`src/hdl/qrs_pkg.sv`:
```
// ----------------------------------------------------------------------------
// qrs_pkg: shared types and constants for the quadratic root solver
// Root kind codes and the fixed result width.
// ----------------------------------------------------------------------------
package qrs_pkg;

  // result value width, Q23.16 at the default fraction width
  localparam int VALUE_WIDTH = 40;
  localparam int KIND_WIDTH  = 2;

  typedef enum logic [KIND_WIDTH-1:0] {
    KIND_TWO_REAL = 2'd0,
    KIND_DOUBLE   = 2'd1,
    KIND_COMPLEX  = 2'd2,
    KIND_A_ZERO   = 2'd3
  } root_kind_t;

endpackage

```
`src/hdl/qrs_front.sv`:
```
// ----------------------------------------------------------------------------
// qrs_front: coefficient intake and classification
// Registers |a|*|c|, b*b, -b*2^F and 2a, then forms |D| and the root kind.
// ----------------------------------------------------------------------------
module qrs_front #(
  parameter int COEF_WIDTH = 16,
  parameter int FRAC_BITS  = 16
) (
  input  logic                                 clk,
  input  logic                                 rst_n,
  input  logic                                 in_valid,
  output logic                                 in_ready,
  input  logic signed [COEF_WIDTH-1:0]         coef_a,
  input  logic signed [COEF_WIDTH-1:0]         coef_b,
  input  logic signed [COEF_WIDTH-1:0]         coef_c,
  output logic                                 out_valid,
  input  logic                                 out_ready,
  output qrs_pkg::root_kind_t                  out_kind,
  output logic        [2*COEF_WIDTH:0]         out_dmag,
  output logic signed [COEF_WIDTH+FRAC_BITS:0] out_nb,
  output logic signed [COEF_WIDTH:0]           out_den
);
  import qrs_pkg::*;

  localparam int W   = COEF_WIDTH;
  localparam int PW2 = 2 * W;
  localparam int DW  = 2 * W + 1;
  localparam int NBW = W + FRAC_BITS + 1;

  logic                v_r;
  logic                azero_r;
  logic                negac_r;
  logic [PW2-1:0]      prod_r;
  logic [PW2-1:0]      bsq_r;
  logic signed [NBW-1:0] nb_r;
  logic signed [W:0]   den_r;

  logic [W-1:0]   mag_a, mag_b, mag_c;
  logic [PW2+1:0] four_ac, bsq_x, d_full;
  logic           d_neg;

  // operand magnitudes
  assign mag_a = coef_a[W-1] ? W'(-coef_a) : W'(coef_a);
  assign mag_b = coef_b[W-1] ? W'(-coef_b) : W'(coef_b);
  assign mag_c = coef_c[W-1] ? W'(-coef_c) : W'(coef_c);

  assign in_ready  = !v_r || out_ready;
  assign out_valid = v_r;

  always_ff @(posedge clk) begin
    if (!rst_n) begin
      v_r <= 1'b0;
    end else if (in_ready) begin
      v_r <= in_valid;
    end
  end

  // product stage
  always_ff @(posedge clk) begin
    if (in_ready && in_valid) begin
      prod_r  <= PW2'(mag_a) * PW2'(mag_c);
      bsq_r   <= PW2'(mag_b) * PW2'(mag_b);
      negac_r <= coef_a[W-1] ^ coef_c[W-1];
      azero_r <= (coef_a == '0);
      nb_r    <= -(NBW'(coef_b) <<< FRAC_BITS);
      den_r   <= {coef_a, 1'b0};
    end
  end

  // discriminant magnitude and sign
  assign four_ac = {prod_r, 2'b00};
  assign bsq_x   = {2'b00, bsq_r};

  always_comb begin
    d_neg = 1'b0;
    if (negac_r) begin
      d_full = bsq_x + four_ac;
    end else if (four_ac <= bsq_x) begin
      d_full = bsq_x - four_ac;
    end else begin
      d_full = four_ac - bsq_x;
      d_neg  = 1'b1;
    end
  end

  // classify
  always_comb begin
    if (azero_r) begin
      out_kind = KIND_A_ZERO;
    end else if (d_full == '0) begin
      out_kind = KIND_DOUBLE;
    end else if (d_neg) begin
      out_kind = KIND_COMPLEX;
    end else begin
      out_kind = KIND_TWO_REAL;
    end
  end

  assign out_dmag = DW'(d_full);
  assign out_nb   = nb_r;
  assign out_den  = den_r;

endmodule

```
`config.mk`:
```
export PLATFORM = sky130hd
export DESIGN_NAME = qrs_front
export DESIGN_NICKNAME = d
export VERILOG_FILES = /design/src/hdl/qrs_pkg.sv /design/src/hdl/qrs_front.sv
export SDC_FILE = /design/constraint.sdc
export NUM_CORES = 1
export LEC_CHECK = 0
export BUFFER_PORTS_ARGS = -buffer_cell sky130_fd_sc_hd__clkbuf_2
export CAP_MARGIN = 20
export CELL_PAD_IN_SITES_DETAIL_PLACEMENT = 0
export CELL_PAD_IN_SITES_GLOBAL_PLACEMENT = 1
export CORE_ASPECT_RATIO = 0.9
export CORE_MARGIN = 5
export CORE_UTILIZATION = 53
export DETAILED_ROUTE_END_ITERATION = 8
export GPL_ROUTABILITY_DRIVEN = 0
export PLACE_DENSITY = 0.95
export SLEW_MARGIN = 20
export SYNTH_ARGS = -nofsm -noshare
export SYNTH_HDL_FRONTEND = slang
export SYNTH_SLANG_ARGS = --single-unit
```
`constraint.sdc`:
```
create_clock -name clk -period 29.8 [get_ports clk]
set_input_delay 8.94 -clock clk [delete_from_list [all_inputs] [get_ports clk]]
set_output_delay 8.94 -clock clk [all_outputs]
set_load 0.05 [all_outputs]
```
**Yosys cells after proc, flatten, opt, wreduce, memory -nomap -nowiden**

Index checks and enable logic that the tools add are counted.

- Flip-flop bits (word level): 116
- Output and inout port bits: 87

- $add $sub $neg: 7
- Multiply operators: 2
- Order comparisons: 1
- Muxes and demuxes: 10
- Bitwise logic cells: 1
- Reduce and logical (&&, ||, !) cells: 5

Operator list:

| kind | number |
|---|---|
| 2-to-1 mux 34 bit | 2 |
| multiplier 16 x 16 -> 32 bit | 2 |
| 2-to-1 mux 16 bit | 3 |
| negation 16 bit | 3 |
| adder 32 x 34 -> 34 bit | 1 |
| <= comparator 34 x 32 -> 1 bit | 1 |
| logical NOT 34 bit | 1 |
| subtractor 32 x 34 -> 34 bit | 1 |
| subtractor 34 x 32 -> 34 bit | 1 |
| negation 32 -> 33 bit | 1 |
| logical NOT 16 bit | 1 |
| 2-to-1 mux 2 bit | 3 |
| 2-to-1 mux 1 bit | 2 |
| logical AND 1 bit | 1 |
| logical NOT 1 bit | 1 |
| logical OR 1 bit | 1 |
| bitwise XOR 1 bit | 1 |

**Longest topological paths before layout**

Gate-level depths: netlist of run 1.

- Depth in word-level cells: 6
- Depth in mapped cells: 35
- Mapped depth without buffers: 33

**Worst setup path after synthesis of run 1**

No wires, ideal clock.

- Path type: input to output
- Start point: input port out_ready
- End point: output port in_ready
- Arrival time: 9367 ps
- Required time: 20860 ps
- Slack: 11493 ps
- Stages on the path: 1
- Path buffers: 0
- Path through: nand2b_1

- Word-level cells in the longest chain between the ends: 1

Ends and longest elaborated chain:

| item | line | source |
|---|---|---|
| start, declared | qrs_front.sv:17 | `input logic out_ready,` |
| logical OR 1 bit | qrs_front.sv:47 | `assign in_ready = !v_r \|\| out_ready;` |
| end, declared | qrs_front.sv:12 | `output logic in_ready,` |

No other way between the ends.

**Worst setup path after layout of run 1**

Ends and elaborated chain as after synthesis.

==> Flow_metrics.wiki, run 1 <==
{| class="wikitable"
! Metric !! Value
|-
| Run status || completed
|-
| Total clock buffers created by CTS || 9
|-
| Sink count of the clock tree || 98
|-
| Storage element area || 0.002933 mm2
|-
| Initial cell density of the core || 53.19%
|-
| Die height || 214.6 um
|-
| Max_cap viols || 0
|-
| Post-synthesis sequential element count || 98
|-
| Vias || 21.10k
|-
| Floorplan die width || 237.4 um
|-
| Cell area after synthesis || 0.02466 mm2
|-
| Primary FF master, synth || sky130_fd_sc_hd__edfxtp_1
|-
| ANT cells || 0
|-
| Clock tree root driver cell || sky130_fd_sc_hd__clkbuf_16
|-
| Minimum period implied by the final worst setup slack || 18350 ps
|-
| Most common cell after layout, fill and taps aside || sky130_fd_sc_hd__inv_1
|-
| Number of global-route vias before repair || 21.25k
|-
| Maximum number of pins on one net before global-route repair || 56
|-
| Drc violations || 0
|-
| Filler cell count || 4171
|-
| Crit path max-delay cell type || sky130_fd_sc_hd__clkbuf_2
|-
| Measured slew at the worst slew-check pin || 1272 ps
|-
| IO Port Bufs || 121
|-
| Syn avg cell area || 8.577 um2
|-
| Antenna-violating nets left || 0
|-
| First DRT Iteration DRCs || 2505
|-
| Fraction of registers with async set or reset after synthesis || 0%
|-
| GRT Total Usage || 26.93%
|-
| Unrepaired setup endpoints after global routing || false
|-
| Ports || 139
|-
| Overall routed net length || 68310 um
|-
| Instance count of the mapped netlist || 2875
|-
| Hold Path Class || flop to flop
|-
| Largest fanout on the critical path || 3
|-
| Post-cts hold buffer count || 0
|-
| Crit path capture type || output pin
|-
| Worst-case clock skew || 11.94 ps
|-
| Area growth from synthesis to layout || 6.353%
|-
| Average wire length per cell after detail routing || 19.09 um
|-
| Worst path required time || 20860 ps
|-
| Row count || 75
|-
| Number of levels in the clock H-tree || 3
|-
| Fraction of the yosys area taken by sequential cells || 11.89%
|-
| Maximum clock path buffer count || 2
|-
| Slowest stage delay, CP || 290 ps
|-
| Number of synthesized flops with an enable pin || 97
|-
| Commonest non-fill, non-tap cells in the layout || sky130_fd_sc_hd__inv_1 (583), sky130_fd_sc_hd__fa_1 (361), sky130_fd_sc_hd__ha_1 (293)
|-
| Global-route wire length before repair || 111000 um
|-
| Post-CTS setup-driven buffer insertion count || 0
|-
| Area occupied by multi-input gates || 0.01917 mm2
|-
| Slew Limit Headroom || 14.94%
|-
| TritonCTS clock tree || yes
|-
| Number of search-and-repair iterations in the first detailed-routing pass || 8
|-
| Number of antenna violations at the first check in global routing || 1
|-
| Layout cell share with drive strength beyond 1 || 6.786%
|-
| Number of different library cells in the post-synthesis netlist || 80
|-
| Cell breakdown of the critical path || clkbuf_2 > nand2b_1 > clkbuf_2
|-
| Final hold vios || 0
|-
| Die Area || 0.05095 mm2
|-
| Slack of the critical path || 11450 ps
|-
| Sum of overflow across all layers after global routing || 0
|-
| Kind of start point of the critical path || primary input
|-
| Count of cells resized by post-cts repair || 0
|-
| Final setup vio count || 0
|-
| Peak clock frequency supported by timing || 54.48 MHz
|-
| Part of the cycle the worst path needs || 61.59%
|-
| CP Class || primary input to output pin
|-
| Number of nets in the finished design || 3663
|-
| Placeable core region || 0.04636 mm2
|-
| Arrival time worst endpoint || 9410 ps
|-
| Final TNS setup || 0 ps
|-
| Clock edge transition at the registers on the reported setup and hold paths || 70 ps
|-
| Number of warnings issued by yosys || 0
|-
| Average via count per standard cell || 5.896
|-
| Clock insertion delay at the later pin of the skew report || 400 ps
|-
| Post-detail-place hpwl || 57130 um
|-
| Placement-stage worst setup slack || 11290 ps
|-
| Most frequent cell on the critical path || sky130_fd_sc_hd__clkbuf_2
|-
| Max-slew violation count || 0
|}
==> worst paths after layout <==
path / start / end / slack, ps / cells past startpoint
setup reg to reg: out_valid / prod_r[7] / 27660 / 3
hold / removal: out_valid / out_valid / 540 / 2
hold reg to reg: out_valid / out_valid / 540 / 2
setup / recovery: out_ready / in_ready / 11450 / 3
==> registers in the layout, summed over array words and instances, names as in the netlist <==
register / count
prod_r: 32
bsq_r: 31
out_den: 16
out_nb: 16
azero_r: 1
negac_r: 1
out_valid: 1
==> cells by family (layout without fill, tap and decap cells) <==
family          count (synthesis)  after routing  synth area share (%)
simple gates                  822            822                 15.04
buf+inv                       682            753                 10.75
fa+ha+maj                     654            654                 44.17
compound gates                458            458                 12.37
xor+xnor                      149            149                 5.292
flops                          98             98                 11.89
mux                            11             11                0.4567
other cells                     1             17               0.01521
==> cell usage after synthesis, types with 13 or more instances <==
master / number / area share, %
sky130_fd_sc_hd__o21ai_0: 61 / 1.2
sky130_fd_sc_hd__buf_4: 21 / 0.64
sky130_fd_sc_hd__inv_1: 583 / 8.9
sky130_fd_sc_hd__clkbuf_1: 58 / 0.88
sky130_fd_sc_hd__xnor2_1: 98 / 3.5
sky130_fd_sc_hd__a211oi_1: 17 / 0.52
sky130_fd_sc_hd__o21a_1: 24 / 0.73
sky130_fd_sc_hd__and2_1: 32 / 0.81
sky130_fd_sc_hd__fa_1: 361 / 29
sky130_fd_sc_hd__a21o_1: 41 / 1.2
sky130_fd_sc_hd__xor2_1: 51 / 1.8
sky130_fd_sc_hd__o31ai_1: 19 / 0.58
sky130_fd_sc_hd__nor4_1: 13 / 0.33
sky130_fd_sc_hd__nand2_1: 287 / 4.4
sky130_fd_sc_hd__o21bai_1: 30 / 0.91
sky130_fd_sc_hd__nor3_1: 45 / 0.91
sky130_fd_sc_hd__nand3_1: 24 / 0.49
sky130_fd_sc_hd__nor2b_1: 22 / 0.56
sky130_fd_sc_hd__edfxtp_1: 97 / 12
sky130_fd_sc_hd__or2_2: 15 / 0.38
sky130_fd_sc_hd__a31oi_1: 17 / 0.43
sky130_fd_sc_hd__nand2b_1: 30 / 0.76
sky130_fd_sc_hd__a21oi_1: 138 / 2.8
sky130_fd_sc_hd__ha_1: 293 / 15
sky130_fd_sc_hd__or3_1: 23 / 0.58
sky130_fd_sc_hd__nor2_1: 272 / 4.1
sky130_fd_sc_hd__nand4_1: 24 / 0.61
==> routing by layer <==
layer / share of wire [%] / wire (um) / global-route usage, % / up-vias
met4: 3.3 / 2249 / 7.695 / 0
met2: 45 / 30470 / 41.47 / 1153
met1: 41 / 28100 / 37.71 / 10350
li1: - / - / - / 9404
met3: 11 / 7492 / 7.189 / 194
met5: 0 / 0 / 0 / -
==> final cells by class <==
cell class / count / share of cell area, %
Timing Repair Buffer: 147 / 3.053
Clock buffer: 9 / 0.8588
Sequential cell: 98 / 11.18
Tap cell: 616 / 2.939
Clock inverter: 7 / 0.4151
Multi-Input combinational cell: 2111 / 73.11
Inverter: 590 / 8.445
==> worst max-delay path, delay by kind of cell <==
| family | cells | cell delay [ps] |
|---|---|---|
| buffers and inverters | 2 | 360 |
| and+or+nand+nor | 1 | 120 |
==> metrics by stage <==
step | utilization [%] | hold slack, ps | instance area [um2] | cells
finish | 56.57 | 537.6 | 26230 | 3578
floorplan | - | 1146 | 24720 | 2891
global placement | 55.81 | 519.0 | 25870 | 3561
global route | 56.57 | 576.1 | 26230 | 3578
detailed placement | 55.82 | 536.4 | 25880 | 3562
CTS | 56.54 | 550.4 | 26210 | 3578
Power of run 1 is not shown: default switching activity piles up to over one toggle a cycle in this logic, so the estimate is an artifact.
==> run 2: changes to the inputs <==
--- a/config.mk
+++ b/config.mk
@@ -5,16 +5,17 @@
 export SDC_FILE = /design/constraint.sdc
 export NUM_CORES = 1
 export LEC_CHECK = 0
+export ABC_AREA = 1
 export BUFFER_PORTS_ARGS = -buffer_cell sky130_fd_sc_hd__clkbuf_2
 export CAP_MARGIN = 20
 export CELL_PAD_IN_SITES_DETAIL_PLACEMENT = 0
 export CELL_PAD_IN_SITES_GLOBAL_PLACEMENT = 1
 export CORE_ASPECT_RATIO = 0.9
 export CORE_MARGIN = 5
-export CORE_UTILIZATION = 53
+export CORE_UTILIZATION = 48
 export DETAILED_ROUTE_END_ITERATION = 8
 export GPL_ROUTABILITY_DRIVEN = 0
-export PLACE_DENSITY = 0.95
+export PLACE_DENSITY = 0.91
 export SLEW_MARGIN = 20
 export SYNTH_ARGS = -nofsm -noshare
 export SYNTH_HDL_FRONTEND = slang
==> constraint.sdc (replaced) <==
create_clock -name clk -period 17.6 [get_ports clk]
set_input_delay 5.28 -clock clk [delete_from_list [all_inputs] [get_ports clk]]
set_output_delay 5.28 -clock clk [all_outputs]
set_load 0.05 [all_outputs]
==> run 2 against run 1 <==
Net effect:
- sequential share of layout area shrank 1.1 points
- largest cell class unchanged
- final cell count is 30% higher
- clock skew is 0.89 ps lower
- critical path depth grew 34
- die area increased by 22%
- synthesized cell count up 33%
- register-to-register slack worse by 12000 ps
- synthesized area is 12% higher
- first-iteration DRC count is 19% lower
- global-route usage shrank 1.7 points
==> Flow_metrics.wiki, run 2 <==
{| class="wikitable"
! Metric !! Value
|-
| Sink count of the clock tree || 98 (unchanged)
|-
| Number of warnings issued by yosys || 0 (unchanged)
|-
| Post-detail-place hpwl || 67280 um (was 57130 um)
|-
| Crit-path leading delay family || adder cells (was buffers and inverters)
|-
| Row count || 83 (was 75)
|-
| GRT met2 Usage || 39.76% (was 41.47%)
|-
| Number of synthesized flops with an enable pin || 97 (unchanged)
|-
| Die height || 237.1 um (was 214.6 um)
|-
| Slowest stage delay, CP || 520 ps (was 290 ps)
|-
| Largest registers || prod_r x32, bsq_r x31 (unchanged)
|-
| Met1 usage in global routing || 36.31% (was 37.71%)
|-
| Global-route wire length before repair || 126500 um (was 111000 um)
|-
| Fraction of registers with async set or reset after synthesis || 0% (unchanged)
|-
| Leading cell type by number of instances after synthesis || sky130_fd_sc_hd__inv_1 (unchanged)
|-
| Vias || 23.95k (was 21.10k)
|-
| Die Area || 0.06221 mm2 (was 0.05095 mm2)
|-
| Unrepaired setup endpoints after global routing || false (unchanged)
|-
| Final TNS setup || 0 ps (unchanged)
|-
| Ports || 139 (unchanged)
|-
| Placeable core region || 0.05691 mm2 (was 0.04636 mm2)
|-
| Met3 track demand over resource || 4.895% (was 7.189%)
|-
| Clock tree root driver cell || sky130_fd_sc_hd__clkbuf_16 (unchanged)
|-
| Part of the cycle the worst path needs || 73.58%
|-
| Proportion of netlist area held by the largest area contributor || 26.27% (was 29.31%)
|-
| Overall routed net length || 78570 um (was 68310 um)
|-
| GRT Total Usage || 25.20% (was 26.93%)
|-
| Clock insertion delay at the later pin of the skew report || 390 ps (was 400 ps)
|-
| Worst-case clock skew || 11.05 ps (was 11.94 ps)
|-
| Most common cell after layout, fill and taps aside || sky130_fd_sc_hd__inv_1 (unchanged)
|-
| Cell area after synthesis || 0.02751 mm2 (was 0.02466 mm2)
|-
| First DRT Iteration DRCs || 2026 (was 2505)
|-
| Crit path capture type || flop (was output pin)
|-
| Syn avg cell area || 7.195 um2 (was 8.577 um2)
|-
| Worst path required time || 17740 ps (was 20860 ps)
|-
| Instance count of the mapped netlist || 3824 (was 2875)
|-
| Most frequent cell on the critical path || sky130_fd_sc_hd__nand2_1 (was sky130_fd_sc_hd__clkbuf_2)
|-
| Area growth from synthesis to layout || 5.203% (was 6.353%)
|-
| Maximum clock path buffer count || 2 (unchanged)
|-
| Cell type with the largest total area after synthesis || sky130_fd_sc_hd__fa_1 (unchanged)
|-
| Largest register by flop count || prod_r (unchanged)
|-
| Floorplan die width || 262.4 um (was 237.4 um)
|-
| Biggest area contributors in the synthesized netlist || sky130_fd_sc_hd__fa_1 (26%), sky130_fd_sc_hd__ha_1 (13%), sky130_fd_sc_hd__inv_1 (13%), sky130_fd_sc_hd__nand2_1 (12%), sky130_fd_sc_hd__edfxtp_1 (11%) (was sky130_fd_sc_hd__fa_1 (29%), sky130_fd_sc_hd__ha_1 (15%), sky130_fd_sc_hd__edfxtp_1 (12%), sky130_fd_sc_hd__inv_1 (8.9%), sky130_fd_sc_hd__nand2_1 (4.4%))
|-
| Post-synthesis sequential element count || 98 (unchanged)
|-
| Kind of start point of the critical path || primary input (unchanged)
|-
| Slew Limit Headroom || 22.88% (was 14.94%)
|-
| Number of antenna violations at the first check in global routing || 4 (was 1)
|-
| Final hold vios || 0 (unchanged)
|-
| Count of cells resized by post-cts repair || 0 (unchanged)
|-
| Total clock buffers created by CTS || 9 (unchanged)
|-
| Commonest non-fill, non-tap cells in the layout || sky130_fd_sc_hd__inv_1 (918), sky130_fd_sc_hd__nand2_1 (907), sky130_fd_sc_hd__nor2_1 (367) (was sky130_fd_sc_hd__inv_1 (583), sky130_fd_sc_hd__fa_1 (361), sky130_fd_sc_hd__ha_1 (293))
|-
| Max FFs per register || 32 (unchanged)
|-
| Number of levels in the clock H-tree || 3 (unchanged)
|-
| Layout cell share with drive strength beyond 1 || 6.319% (was 6.786%)
|-
| Peak clock frequency supported by timing || 77.22 MHz
|-
| Number of search-and-repair iterations in the first detailed-routing pass || 6 (was 8)
|-
| IO Port Bufs || 121 (unchanged)
|-
| Sum of overflow across all layers after global routing || 0 (unchanged)
|-
| Initial cell density of the core || 48.35% (was 53.19%)
|-
| Minimum period implied by the final worst setup slack || 12950 ps
|-
| Average wire length per cell after detail routing || 16.87 um (was 19.09 um)
|-
| Crit path max-delay cell type || sky130_fd_sc_hd__fa_1 (was sky130_fd_sc_hd__clkbuf_2)
|-
| TritonCTS clock tree || yes (unchanged)
|-
| Average via count per standard cell || 5.141 (was 5.896)
|-
| Final setup vio count || 0 (unchanged)
|-
| Max-slew violation count || 0 (unchanged)
|-
| Hold Path Class || flop to flop (unchanged)
|-
| Drc violations || 0 (unchanged)
|-
| ANT cells || 0 (unchanged)
|-
| Maximum number of pins on one net before global-route repair || 71 (was 56)
|-
| Post-CTS setup-driven buffer insertion count || 0 (unchanged)
|-
| Primary FF master, synth || sky130_fd_sc_hd__edfxtp_1 (unchanged)
|-
| Largest fanout on the critical path || 18 (was 3)
|-
| Measured slew at the worst slew-check pin || 1145 ps (was 1272 ps)
|-
| Number of nets in the finished design || 4594 (was 3663)
|-
| CP Class || primary input to flop (was primary input to output pin)
|-
| Arrival time worst endpoint || 13090 ps (was 9410 ps)
|-
| Post-cts hold buffer count || 0 (unchanged)
|-
| Run status || completed (unchanged)
|-
| Fraction of the yosys area taken by sequential cells || 10.66% (was 11.89%)
|-
| Filler cell count || 5734 (was 4171)
|-
| Number of different library cells in the post-synthesis netlist || 59 (was 80)
|-
| Antenna-violating nets left || 0 (unchanged)
|-
| Clock edge transition at the registers on the reported setup and hold paths || 80 ps (was 70 ps)
|-
| Buffering stage count on the worst path with inverters included || 10 (was 2)
|-
| Number of global-route vias before repair || 23.87k (was 21.25k)
|-
| Most used routing layer || met2 (unchanged)
|-
| Leading cell types by count after synthesis || sky130_fd_sc_hd__inv_1 (918), sky130_fd_sc_hd__nand2_1 (907), sky130_fd_sc_hd__nor2_1 (367), sky130_fd_sc_hd__fa_1 (361), sky130_fd_sc_hd__ha_1 (293) (was sky130_fd_sc_hd__inv_1 (583), sky130_fd_sc_hd__fa_1 (361), sky130_fd_sc_hd__ha_1 (293), sky130_fd_sc_hd__nand2_1 (287), sky130_fd_sc_hd__nor2_1 (272))
|-
| Max_cap viols || 0 (unchanged)
|}
## run 2: cell types whose count changed in the layout (fill, tap and decap cells not counted), moves of 25 or more
cell | previous run | this run
sky130_fd_sc_hd__a21o_1 | 41 | 9
sky130_fd_sc_hd__nor3_1 | 45 | 20
sky130_fd_sc_hd__inv_1 | 583 | 918
sky130_fd_sc_hd__nand2b_1 | 30 | 1
sky130_fd_sc_hd__nor2_1 | 272 | 367
sky130_fd_sc_hd__and2_1 | 31 | 2
sky130_fd_sc_hd__o21ai_0 | 60 | 92
sky130_fd_sc_hd__nand3_1 | 24 | 160
sky130_fd_sc_hd__nand2_1 | 287 | 907
sky130_fd_sc_hd__xor2_1 | 50 | 91
sky130_fd_sc_hd__xnor2_1 | 96 | 22
sky130_fd_sc_hd__a21oi_1 | 138 | 171
## run 2: kinds of logic (layout without fill, tap and decap cells)
kind of cell	Yosys count	in the layout	synth area share (%)
AO/OA/AOI/OAI	340	340	6.899
XOR/XNOR	113	113	3.597
adder cells (fa/ha/maj)	654	654	39.59
buffers and inverters	1041	1094	15.04
flip-flops	98	98	10.66
other	1	17	0.01363
AND/OR/NAND/NOR	1577	1577	24.20
## run 2: metrics by stage
stage	util [%]	instances	hold slack [ps]	instance area [um2]	setup WS, ps
2_1_floorplan	-	3840	1107	27570	5457
3_3_place_gp	50.36	4642	544.4	28660	4446
3_5_place_dp	50.36	4642	545.6	28660	4204
4_1_cts	50.86	4658	556.7	28950	4648
5_1_grt	50.86	4658	582.9	28950	4047
6_report	50.86	4658	548.5	28950	4650
## run 2: final cells by class
class	count	area (um2)	share of cell area [%]
multi-input combinational	2701	20510	70.87
timing repair buffer	136	718.2	2.481
sequential	98	2933	10.13
clock buffer	9	225.2	0.7781
inverter	942	3536	12.22
clock inverter	7	61.31	0.2118
tap	765	957.2	3.307
## run 2: final timing paths
kind                            slack, ps      start  cells after the start         end
worst min register to register        550  out_valid                      2   out_valid
worst max-delay path                 4650  coef_b[0]                     37   bsq_r[27]
worst min-delay path                  550  out_valid                      2   out_valid
worst max register to register      15520  out_valid                      3  out_nb[27]
## run 2: worst min-delay path, cell delays in order (launching register included)
cell,delay [ps]
sky130_fd_sc_hd__dfxtp_1,350
sky130_fd_sc_hd__nand2_1,90
sky130_fd_sc_hd__a21boi_0,70
## run 2: routing by layer
layer  share of wire (%)  routed length, um
met5              0.0089                  7
met4                 2.0               1580
met3                 8.7               6827
met2                  44              34400
met1                  45              35750
Power of run 2 is left out for the same reason.
==> run 3: changes to the inputs <==
==> constraint.sdc (replaced) <==
create_clock -name clk -period 12.5 [get_ports clk]
set_input_delay 3.75 -clock clk [delete_from_list [all_inputs] [get_ports clk]]
set_output_delay 3.75 -clock clk [all_outputs]
set_load 0.05 [all_outputs]
==> run 3 against run 2 <==
Net effect:
- final cell count increased by 0.11%
- design area increased by 0.11%
- sequential share of layout area about the same
- clock-buffer cell count up 2
- worst setup slack got worse by 3800 ps
- die area stayed put
- hold slack better by 2.8 ps
- clock skew grew 7.6 ps
- critical path depth down 5
- core utilization up 0.055 points
==> Flow_metrics.wiki, run 3 (synthesized netlist as in run 2, its figures left out) <==
{| class="wikitable"
! Metric !! Value
|-
| Largest registers || prod_r x32, bsq_r x31 (unchanged)
|-
| Largest register by flop count || prod_r (unchanged)
|-
| Clock tree root driver cell || sky130_fd_sc_hd__clkbuf_16 (unchanged)
|-
| TritonCTS clock tree || yes (unchanged)
|-
| GRT Total Usage || 25.51% (was 25.20%)
|-
| ANT cells || 0 (unchanged)
|-
| Arrival time worst endpoint || 11740 ps (was 13090 ps)
|-
| Count of cells resized by post-cts repair || 0 (unchanged)
|-
| Number of global-route vias before repair || 23.94k (was 23.87k)
|-
| Initial cell density of the core || 48.35% (unchanged)
|-
| Storage element area || 0.002933 mm2 (unchanged)
|-
| Average wire length per cell after detail routing || 16.99 um (was 16.87 um)
|-
| Max FFs per register || 32 (unchanged)
|-
| Number of levels in the clock H-tree || 3 (unchanged)
|-
| Peak clock frequency supported by timing || 86.12 MHz
|-
| Antenna-violating nets left || 0 (unchanged)
|-
| Total clock buffers created by CTS || 9 (unchanged)
|-
| Floorplan die width || 262.4 um (unchanged)
|-
| Final hold slack || 551.3 ps (was 548.5 ps)
|-
| Crit path capture type || flop (unchanged)
|-
| Number of search-and-repair iterations in the first detailed-routing pass || 6 (unchanged)
|-
| Most common cell after layout, fill and taps aside || sky130_fd_sc_hd__inv_1 (unchanged)
|-
| Average via count per standard cell || 5.141 (about the same)
|-
| Placeable core region || 0.05691 mm2 (unchanged)
|-
| Sink count of the clock tree || 98 (unchanged)
|-
| Number of nets in the finished design || 4599 (was 4594)
|-
| Layout cell share with drive strength beyond 1 || 6.439% (was 6.319%)
|-
| Post-CTS setup-driven buffer insertion count || 0 (unchanged)
|-
| Crit path max-delay cell type || sky130_fd_sc_hd__fa_1 (unchanged)
|-
| Ports || 139 (unchanged)
|-
| Filler cell count || 5757 (was 5734)
|-
| Overall routed net length || 79230 um (was 78570 um)
|-
| Final TNS setup || 0 ps (unchanged)
|-
| Number of antenna violations at the first check in global routing || 1 (was 4)
|-
| Measured slew at the worst slew-check pin || 1057 ps (was 1145 ps)
|-
| Vias || 23.97k (was 23.95k)
|-
| Final hold vios || 0 (unchanged)
|-
| Area growth from synthesis to layout || 5.316% (was 5.203%)
|-
| Area occupied by multi-input gates || 0.02051 mm2 (unchanged)
|-
| Part of the cycle the worst path needs || 92.89%
|-
| Worst-case clock skew || 18.65 ps (was 11.05 ps)
|-
| Clock edge transition at the registers on the reported setup and hold paths || 80 ps (about the same)
|-
| Maximum number of pins on one net before global-route repair || 71 (unchanged)
|-
| Slowest stage delay, CP || 540 ps (was 520 ps)
|-
| Post-detail-place hpwl || 67930 um (was 67280 um)
|-
| Worst path required time || 12630 ps (was 17740 ps)
|-
| First DRT Iteration DRCs || 2260 (was 2026)
|-
| Die Area || 0.06221 mm2 (unchanged)
|-
| Kind of start point of the critical path || primary input (unchanged)
|-
| Hold Path Class || flop to flop (unchanged)
|-
| Row count || 83 (unchanged)
|-
| Unrepaired setup endpoints after global routing || false (unchanged)
|-
| CP Class || primary input to flop (unchanged)
|-
| Most frequent cell on the critical path || sky130_fd_sc_hd__inv_1 (was sky130_fd_sc_hd__nand2_1)
|-
| Commonest non-fill, non-tap cells in the layout || sky130_fd_sc_hd__inv_1 (918), sky130_fd_sc_hd__nand2_1 (907), sky130_fd_sc_hd__nor2_1 (367) (unchanged)
|-
| Clock insertion delay at the later pin of the skew report || 380 ps (was 390 ps)
|-
| Slew Limit Headroom || 28.92% (was 22.88%)
|-
| IO Port Bufs || 121 (unchanged)
|-
| Post-cts hold buffer count || 0 (unchanged)
|-
| Largest fanout on the critical path || 13 (was 18)
|-
| Drc violations || 0 (unchanged)
|-
| Sum of overflow across all layers after global routing || 0 (unchanged)
|-
| Die height || 237.1 um (unchanged)
|-
| Run status || completed (unchanged)
|-
| Max-slew violation count || 0 (unchanged)
|-
| Minimum period implied by the final worst setup slack || 11610 ps
|-
| Final setup vio count || 0 (unchanged)
|-
| Maximum clock path buffer count || 2 (unchanged)
|-
| Max_cap viols || 0 (unchanged)
|-
| Global-route wire length before repair || 127800 um (was 126500 um)
|}
==> run 3: cell count changes in the layout (fill, tap and decap cells not counted), sizes merged <==
cell    before  now
inv        936  934
clkbuf     130  132
buf         15   20
==> run 3: worst max-delay path, delay by kind of cell <==
kind / cells / cell delay (ps)
fa+ha+maj: 8 / 3700
compound gates: 7 / 1600
simple gates: 8 / 1370
buf+inv: 8 / 1200
xor+xnor: 1 / 90
==> run 3: layout make-up <==
| cell class | instances | area share, % |
|---|---|---|
| clock buffer | 11 | 0.8377 |
| sequential | 98 | 10.12 |
| tap | 765 | 3.303 |
| inverter | 942 | 12.20 |
| timing repair buffer | 141 | 2.608 |
| multi-input combinational | 2701 | 70.80 |
| clock inverter | 5 | 0.1295 |
==> run 3: path summary, 6_finish.rpt <==
check,from,to,slack [ps],cells after the start
max,coef_a[0],prod_r[27],890,32
min,out_valid,out_valid,550,2
max reg2reg,out_valid,prod_r[28],10090,2
min reg2reg,out_valid,out_valid,550,2
==> run 3: stage by stage <==
| stage | instances | setup slack, ps | util, % | cell area (um2) |
|---|---|---|---|---|
| 3_3_place_gp | 4647 | 1007 | 50.42 | 28700 |
| 4_1_cts | 4663 | 1163 | 50.92 | 28980 |
| 2_1_floorplan | 3840 | 1887 | - | 27570 |
| 6_report | 4663 | 888.8 | 50.92 | 28980 |
| 3_5_place_dp | 4647 | 756.4 | 50.42 | 28700 |
| 5_1_grt | 4663 | 525.5 | 50.92 | 28980 |
==> run 3: per-layer routing <==
metal  vias up  wire (um)  global-route usage (%)
li1      11620          -                       -
met2       917      34900                   40.45
met3        99       7034                   4.295
met5         -          0                       0
met1     11340      35650                   37.06
met4         0       1642                   5.624
Power of run 3 is left out for the same reason.
